[src/hdl/trvg_pkg.sv]
// Shared types, constants and helper functions of the trail ribbon vertex generator.
package trvg_pkg;

  localparam int TrailPointsDef = 128;

  localparam logic [1:0] OP_APPEND = 2'd0;
  localparam logic [1:0] OP_TICK   = 2'd1;
  localparam logic [1:0] OP_SHIFT  = 2'd2;
  localparam logic [1:0] OP_READ   = 2'd3;

  localparam logic [2:0] CFG_AGE_START   = 3'd0;
  localparam logic [2:0] CFG_AGE_DECAY   = 3'd1;
  localparam logic [2:0] CFG_WIDTH_CAP   = 3'd2;
  localparam logic [2:0] CFG_WIDE_GAIN   = 3'd3;
  localparam logic [2:0] CFG_NARROW_GAIN = 3'd4;

  localparam logic [11:0] AGE_START_RST   = 12'd3141;
  localparam logic [11:0] AGE_DECAY_RST   = 12'd20;
  localparam logic [30:0] WIDTH_CAP_RST   = 31'd6554;
  localparam logic [22:0] WIDE_GAIN_RST   = 23'd196608;
  localparam logic [22:0] NARROW_GAIN_RST = 23'd52429;
  localparam logic [31:0] LEN_GAIN        = 32'd26214;

  typedef struct packed {
    logic [1:0]         op;
    logic signed [31:0] pos_x;
    logic signed [31:0] pos_y;
    logic signed [31:0] offset_x;
    logic signed [31:0] offset_y;
    logic               wide_trail;
    logic [2:0]         player_key;
    logic signed [31:0] shift_x;
    logic [6:0]         slot;
  } trvg_in_t;

  typedef struct packed {
    logic               alive;
    logic [6:0]         start_slot;
    logic [6:0]         end_slot;
    logic [11:0]        age_left;
    logic [2:0]         owner_key;
    logic signed [31:0] left_x;
    logic signed [31:0] left_y;
    logic signed [31:0] right_x;
    logic signed [31:0] right_y;
  } trvg_out_t;

  typedef struct packed {
    logic        start;
    logic        sqrt_mode;
    logic [63:0] operand;
    logic [31:0] divisor;
  } trvg_unit_req_t;

  typedef struct packed {
    logic        done;
    logic [47:0] result;
  } trvg_unit_rsp_t;

  function automatic logic signed [31:0] sat35(input logic signed [34:0] v);
    logic signed [31:0] r;
    if (v > 35'sd2147483647) begin
      r = 32'sh7fffffff;
    end else if (v < -35'sd2147483648) begin
      r = 32'sh80000000;
    end else begin
      r = v[31:0];
    end
    return r;
  endfunction

  function automatic logic [31:0] mag32(input logic signed [31:0] v);
    return v[31] ? 32'(-v) : 32'(v);
  endfunction

  function automatic logic [63:0] rnd16(input logic [63:0] p);
    return (p + 64'd32768) >> 16;
  endfunction

endpackage

[src/hdl/trvg_iter_unit.sv]
// Shared bit-serial unit for floor square root and unsigned division.
module trvg_iter_unit import trvg_pkg::*; (
  input  logic           clk_i,
  input  logic           rst_ni,
  input  trvg_unit_req_t req_i,
  output trvg_unit_rsp_t rsp_o
);

  logic        busy_q, done_q, sqrt_q;
  logic [5:0]  cnt_q;
  logic [34:0] rem_q, rem_n, trial, rem_d;
  logic [63:0] op_q;
  logic [47:0] acc_q;
  logic [31:0] div_q;
  logic        ge;

  always_comb begin
    if (sqrt_q) begin
      rem_n = {rem_q[32:0], op_q[63:62]};
      trial = {1'b0, acc_q[31:0], 2'b01};
    end else begin
      rem_n = {rem_q[33:0], op_q[63]};
      trial = {3'b000, div_q};
    end
    ge    = rem_n >= trial;
    rem_d = ge ? rem_n - trial : rem_n;
  end

  always_ff @(posedge clk_i or negedge rst_ni) begin
    if (!rst_ni) begin
      busy_q <= 1'b0;
      done_q <= 1'b0;
      cnt_q  <= '0;
    end else begin
      done_q <= busy_q && (cnt_q == '0);
      if (req_i.start) begin
        busy_q <= 1'b1;
        cnt_q  <= req_i.sqrt_mode ? 6'd31 : 6'd47;
      end else if (busy_q) begin
        if (cnt_q == '0) begin
          busy_q <= 1'b0;
        end else begin
          cnt_q <= cnt_q - 6'd1;
        end
      end
    end
  end

  always_ff @(posedge clk_i) begin
    if (req_i.start) begin
      sqrt_q <= req_i.sqrt_mode;
      rem_q  <= '0;
      acc_q  <= '0;
      div_q  <= req_i.divisor;
      op_q   <= req_i.sqrt_mode ? req_i.operand : {req_i.operand[47:0], 16'h0000};
    end else if (busy_q) begin
      rem_q <= rem_d;
      acc_q <= {acc_q[46:0], ge};
      op_q  <= sqrt_q ? {op_q[61:0], 2'b00} : {op_q[62:0], 1'b0};
    end
  end

  assign rsp_o.done   = done_q;
  assign rsp_o.result = acc_q;

`ifndef SYNTHESIS
  a_no_restart: assert property (@(posedge clk_i) disable iff (!rst_ni)
    req_i.start |-> !busy_q) else $error("unit started while busy");
  a_done_idle: assert property (@(posedge clk_i) disable iff (!rst_ni)
    done_q |-> !busy_q) else $error("unit done while busy");
  a_done_follows: assert property (@(posedge clk_i) disable iff (!rst_ni)
    (busy_q && cnt_q == '0 && !req_i.start) |=> done_q) else $error("unit done missing");
`endif

endmodule

[config.mk]
export PLATFORM = sky130hd
export DESIGN_NAME = trvg_iter_unit
export DESIGN_NICKNAME = d
export VERILOG_FILES = /design/src/hdl/trvg_pkg.sv /design/src/hdl/trvg_iter_unit.sv
export SDC_FILE = /design/constraint.sdc
export NUM_CORES = 1
export LEC_CHECK = 0
export BUFFER_PORTS_ARGS = -buffer_cell sky130_fd_sc_hd__buf_2
export CORE_MARGIN = 3
export CORE_UTILIZATION = 48
export DETAILED_ROUTE_END_ITERATION = 8
export PLACE_DENSITY = 0.68
export SLEW_MARGIN = 20
export SYNTH_ARGS = -nofsm -noshare
export SYNTH_HDL_FRONTEND = slang
export SYNTH_SLANG_ARGS = --single-unit
[constraint.sdc]
create_clock -name clk_i -period 4.67 [get_ports clk_i]
set_clock_uncertainty 0.2 [all_clocks]
set_input_delay 0 -clock clk_i [delete_from_list [all_inputs] [get_ports clk_i]]
set_output_delay 0 -clock clk_i [all_outputs]
set_load 0.01 [all_outputs]
==> results by group, run 1 <==
Outcome
  – Status: finished clean

Floorplanning
  – Die W: 157.3 um
  – Initial Util: 0.4955
  – Num rows: 54
  – Die extent in y: 157.3 um
  – IO Count: 149
  – DIE AREA: 0.02473 mm^2
  – Core area: 0.02216 mm^2

Route
  – Via-to-Cell Ratio: 5.577
  – Antenna Nets Post-Route: 0
  – DR WL/cell: about 17 um
  – First DRT Iteration DRCs: between 600 and 700
  – Via count: around 9000
  – Routed WL: 27280 um
  – Detailed-route DRC error count: 0
  – DRT Pass-1 Iters: 5

Setup path
  – Worst path cell trace: buf_4 > buf_4 > mux2_2 > ha_1 > a21oi_1 > o21ai_1 > or3_1 > a21oi_2 > nor2_2 > a21oi_4 > a21oi_4 > buf_4 > a311oi_1 > o31a_1
  – Worst Path Required: 4840 ps
  – Max stage delay cell, worst path: ha_1
  – Worst Setup Start Kind: flop
  – CP max stage delay: 420 ps
  – Worst Path Max Fanout: 29
  – R2R Setup Slk: 560 ps
  – Crit Path Class: flop to flop
  – CP endpoint kind: flop
  – Worst endpoint data arrival time: about 4300 ps
  – Critical path's most frequent cell: buf_4

Logic synthesis
  – Mapped Nets: 1224
  – Synth Instances: approximately 1100
  – #FFs+latches synth: 187
  – Synth warn: 0
  – Mapped cell area: 0.01098 mm^2
  – Seq/Total Area, Yosys: 0.4329
  – Netlist cell types: 69
  – Share of flip-flops with an asynchronous set or reset: 0.04278
  – Post-synth EDFFs: between 90 and 100
  – Ys flop type: edfxtp_1
  – Mean post-synth cell area: 10.10 um^2

Placed design
  – RePlAce Congestion: 0.8562
  – Placed Area: about 0.012 mm^2
  – I/O Buffers: ~150
  – DP HPWL: 17720 um

Pwr
  – Switching power: 2.276 mW
  – Reg power frac: 0.324
  – Power Total: between 6 and 7 mW
  – Comb pwr share: 0.425
  – LEAKAGE: 6.108 nW
  – Maximum vdd drop: roughly 0.28 mV
  – Clk pwr share: 0.251
  – Power Dens Cells: ~470 mW/mm^2
  – Sw frac: 0.3534
  – Pint: 4.164 mW

Final layout
  – Multi-input gate area: 0.005809 mm^2
  – Area grow syn2layout: 24.44%
  – Antenna cells: 0
  – Layout cell share with drive strength beyond 1: 0.1785
  – Leading cell type in the layout, fill and taps excluded: mux2i_1
  – Most frequent cells in the layout: 161 x mux2i_1, 147 x buf_2, 118 x dlygate4sd3_1
  – Design area: 0.01367 mm^2
  – Final net count: roughly 1400
  – Filler instances: 1853
  – Utilization after layout: 0.6166
  – Register area: 0.004758 mm^2

Clock network
  – CTS buffer count: 17
  – Clk slew on worst S/H paths: 70 ps
  – Worst skew pair latency: about 440 ps
  – Post-CTS Setup Inserts: 0
  – CTS Buffer Depth: 2
  – CTS tree: done
  – Clk sinks: 187
  – H-tree depth: 4
  – Root Buffer: clkbuf_16

STA
  – Period utilization: 0.8809
  – Endpoints failing setup: 0
  – Hold Violations, Final: 0
  – Sum Neg Setup Slack: 0 ps
  – Unrepaired setup endpoints after global routing: no
  – Crit path time final: roughly 4000 ps
  – Max Clk Rate: 243.1 MHz
  – Slew headroom: 0.3598
  – Least-Margin Pin Slew: 956.7 ps
  – Pins Over Slew Limit: 0

GRT
  – First-pass GRT wire length: 43910 um
  – GRT overflow: 0
  – Global Route Usage Sum: 0.2180
  – Number of global-route vias before repair: around 9000
  – Initial antenna violation count: 0
  – Pin count of the biggest net entering global routing: 110

Job
  – MaxCap Viol Count: 0

Worst hold path
  – Path type of the worst min-delay path: input pin to flop
[power by group through the flow]
stage	clock, mW	combinational, mW	sequential [mW]
after floorplan	0	2.20	2.07
after global placement	0	2.60	2.12
after detailed placement	0	2.61	2.12
after CTS	1.65	2.73	2.08
after global routing	1.71	3.03	2.11
final	1.62	2.74	2.09
[path summary, 6_finish.rpt]
kind,cells after the start,endpoint,startpoint
max reg2reg,14,rem_q[7],sqrt_q
min,2,div_q[22],req_i[22]
max in group asynchronous,3,busy_q,rst_ni
max,14,rem_q[7],sqrt_q
min in group asynchronous,3,cnt_q[2],rst_ni
min reg2reg,2,rem_q[15],rem_q[15]
[repair_timing]
item	4_1_cts	5_1_grt
endpoints found under the hold margin	148	0
hold buffers	118	0
resized for setup	0	0
[per-layer routing]
layer	track usage	routed length (um)	up-vias
met2	0.3614	12840	198
met4	0.05124	393	0
met5	0	0	-
met3	0.04042	1100	33
met1	0.2984	12940	4241
li1	-	-	4462
[worst max-delay path: cells and delay by family, from the launching register on]
kind,cells,cell delay (ps)
AO/OA/AOI/OAI,7,1310
buffers and inverters,3,890
AND/OR/NAND/NOR,2,470
adder cells (fa/ha/maj),1,420
multiplexers,1,370
flip-flops,1,360
[flip-flops by register name (all words and copies together) (netlist names)]
signal  count
acc_q      48
busy_q      1
div_q      32
sqrt_q      1
cnt_q       6
done_q      1
rem_q      34
op_q       64
[cells in the mapped netlist, drive strengths merged, types with 3 or more instances]
master,n,share of area
clkbuf,47,0.016
nand2,60,0.021
o31a,3,0.0024
dfxtp,82,0.15
and4,3,0.0026
o21ai,42,0.019
nor3,10,0.0056
nor2,106,0.036
mux2i,161,0.15
xor2,11,0.0088
or3,3,0.0017
and2,4,0.0023
a21oi,89,0.043
o211ai,3,0.0021
inv,17,0.0058
buf,29,0.016
nand2b,10,0.0057
nand4,7,0.0040
o21bai,6,0.0041
o22ai,3,0.0017
a211oi,70,0.048
mux2,30,0.031
nor2b,52,0.030
xnor2,23,0.018
nand3,15,0.0068
a2111oi,3,0.0024
edfxtp,97,0.27
a2bb2oi,4,0.0032
nor4,3,0.0017
dfrtp,8,0.018
a21o,11,0.0075
o221ai,3,0.0024
ha,36,0.041
[area by class of cell]
type                       instances  area share
multi-input combinational        807      0.4251
sequential                       187      0.3482
timing repair buffer             279      0.1485
clock buffer                      21     0.03452
tap                              280     0.02564
clock inverter                    11     0.01337
inverter                          17    0.004669
[logic make-up after synthesis]
kind of cell               after synthesis  share of synthesized area
buffers and inverters                   93                    0.03805
muxes                                  191                     0.1775
adders and majority gates               37                    0.04284
and+or+nand+nor                        280                     0.1220
DFF                                    187                     0.4329
AOI/OAI and AO/OA                      265                     0.1595
xor gates and xnor gates                34                    0.02712
[through the flow]
step | worst slack (ps) | std cells | hold WS, ps
6_report | 556.3 | 1602 | 68.63
5_1_grt | 266.8 | 1602 | 64.41
4_1_cts | 584.0 | 1602 | 48.11
3_5_place_dp | 655.7 | 1452 | -344.8
3_3_place_gp | 752.8 | 1452 | -349.3
2_1_floorplan | 445.3 | 1087 | -495.6
No activity file was read; power rests on OpenSTA's default activity.
==> run 2, diff against run 1 <==
--- a/config.mk
+++ b/config.mk
@@ -9,6 +9,7 @@
 export CORE_MARGIN = 3
 export CORE_UTILIZATION = 48
 export DETAILED_ROUTE_END_ITERATION = 8
+export MAX_ROUTING_LAYER = met4
 export PLACE_DENSITY = 0.68
 export SLEW_MARGIN = 20
 export SYNTH_ARGS = -nofsm -noshare
==> run 2 against run 1 <==
Non-clock buffer count did not move; total power barely moved; core utilization did not move; flip-flop and latch count did not move; critical endpoint unchanged; cell count did not move; via count fell by 0.35%.
==> results by group, run 2 (synthesis gave the netlist of run 1 again) <==
Placed design
  – Placed Area: roughly 0.012 mm^2
  – I/O Buffers: approximately 150
  – Placed cell count: 1452
  – DP HPWL: 17720 um
  – RePlAce Congestion: 0.8699

Final layout
  – Top reg by flops: op_q
  – Area grow syn2layout: 24.44%
  – Max reg flops: 64
  – Final net count: 1446
  – Design area: 0.01367 mm^2
  – Non-filler cells, final: 1602
  – Most frequent cells in the layout: 161 x mux2i_1, 147 x buf_2, 118 x dlygate4sd3_1
  – Filler instances: 1853
  – Leading cell type in the layout, fill and taps excluded: mux2i_1
  – Antenna cells: 0
  – Layout cell share with drive strength beyond 1: 0.1785
  – Top flop regs: op_q x64, acc_q x48, rem_q x34

GRT
  – Initial antenna violation count: 0
  – Pin count of the biggest net entering global routing: 110
  – Global Route Usage Sum: 0.2247
  – GRT overflow: 0
  – Number of global-route vias before repair: 8747
  – First-pass GRT wire length: 43910 um

Setup path
  – R2R Setup Slk: around 580 ps
  – Worst Path Required: 4840 ps
  – Crit Path Class: flop to flop
  – Worst endpoint data arrival time: ~4300 ps
  – Worst Setup Start Kind: flop
  – CP endpoint kind: flop
  – Worst Path Max Fanout: 29

Floorplanning
  – Die W: 157.3 um
  – Initial Util: 0.4955
  – DIE AREA: 0.02473 mm^2
  – IO Count: 149
  – Core area: 0.02216 mm^2
  – Num rows: 54
  – Die extent in y: about 160 um

Route
  – Routed WL: around 27000 um
  – DR WL/cell: 17.06 um
  – DRT Pass-1 Iters: 5
  – Detailed-route DRC error count: 0
  – Via count: approximately 9000
  – Via-to-Cell Ratio: 5.557
  – Antenna Nets Post-Route: 0
  – First DRT Iteration DRCs: 641

STA
  – Hold Violations, Final: 0
  – Max Clk Rate: 244.6 MHz
  – Slew headroom: 0.3645
  – Least-Margin Pin Slew: 949.7 ps
  – Pins Over Slew Limit: 0
  – Sum Neg Setup Slack: 0 ps
  – Endpoints failing setup: 0
  – Period utilization: 0.8753
  – Crit path time final: around 4100 ps
  – Unrepaired setup endpoints after global routing: no

Clock network
  – Clk sinks: 187
  – Root Buffer: clkbuf_16
  – CTS buffer count: 17
  – Post-CTS Setup Inserts: 0
  – CTS tree: done
  – Worst skew pair latency: about 440 ps
  – H-tree depth: 4
  – Clk slew on worst S/H paths: about 70 ps
  – CTS Buffer Depth: 2

Worst hold path
  – Path type of the worst min-delay path: input pin to flop

Pwr
  – Power Total: 6.439 mW
  – LEAKAGE: 6.108 nW
  – Power Dens Cells: 471.2 mW/mm^2
  – Maximum vdd drop: 0.2821 mV

Job
  – MaxCap Viol Count: 0

Outcome
  – Status: finished clean
-- run 2: cell counts in the layout (fill, tap and decap cells not counted) --
No cell type changed its count.
-- run 2: final cells by class --
class,instances,area (um^2),share of cell area
flip-flops and latches,187,4758,0.3482
inverters,17,63.81,0.004669
multi-input cells,807,5809,0.4251
clock inverters,11,182.7,0.01337
clock buffers,21,471.7,0.03452
repair buffers,279,2029,0.1485
well taps,280,350.3,0.02564
-- run 2: where the power goes --
group          switching [mW]  internal (mW)
logic                    1.48           1.25
registers               0.132           1.95
clock network           0.659          0.956
total                    2.27           4.16
-- run 2: metrics by stage --
stage	setup WS [ps]	utilization	hold WS, ps
4_1_cts	584.0	0.6165	48.11
6_report	582.4	0.6166	69.34
5_1_grt	266.7	0.6166	63.97
3_5_place_dp	655.7	0.5337	-344.8
3_3_place_gp	752.8	0.5337	-349.3
2_1_floorplan	445.3	-	-495.6
-- run 2: what timing repair did --
item,in CTS,in global routing
hold buffers,118,0
gates resized for setup,0,0
hold endpoints to repair,148,0
-- run 2: metal layers --
| layer | routed length (um) | share of wire | vias up | track usage |
|---|---|---|---|---|
| li1 | - | - | 4445 | - |
| met1 | 13040 | 0.48 | 4246 | 0.2996 |
| met2 | 12880 | 0.47 | 179 | 0.3614 |
| met3 | 989 | 0.036 | 33 | 0.03904 |
| met4 | 414 | 0.015 | 0 | 0.05124 |
| met5 | 0 | 0 | - | - |
-- run 2: worst paths after layout --
check,end,depth (start not counted),start
max,rem_q[7],14,sqrt_q
min,div_q[22],2,req_i[22]
max reg2reg,rem_q[7],14,sqrt_q
min reg2reg,acc_q[47],2,acc_q[47]
max in group asynchronous,busy_q,3,rst_ni
min in group asynchronous,cnt_q[2],3,rst_ni
-- run 2: worst max-delay path, cell delays in order (launching register included) --
cell	delay [ps]
edfxtp_1	360
buf_4	330
buf_4	290
mux2_2	370
ha_1	420
a21oi_1	250
o21ai_1	140
or3_1	380
a21oi_2	160
nor2_2	90
a21oi_4	170
a21oi_4	70
buf_4	260
a311oi_1	320
o31a_1	180
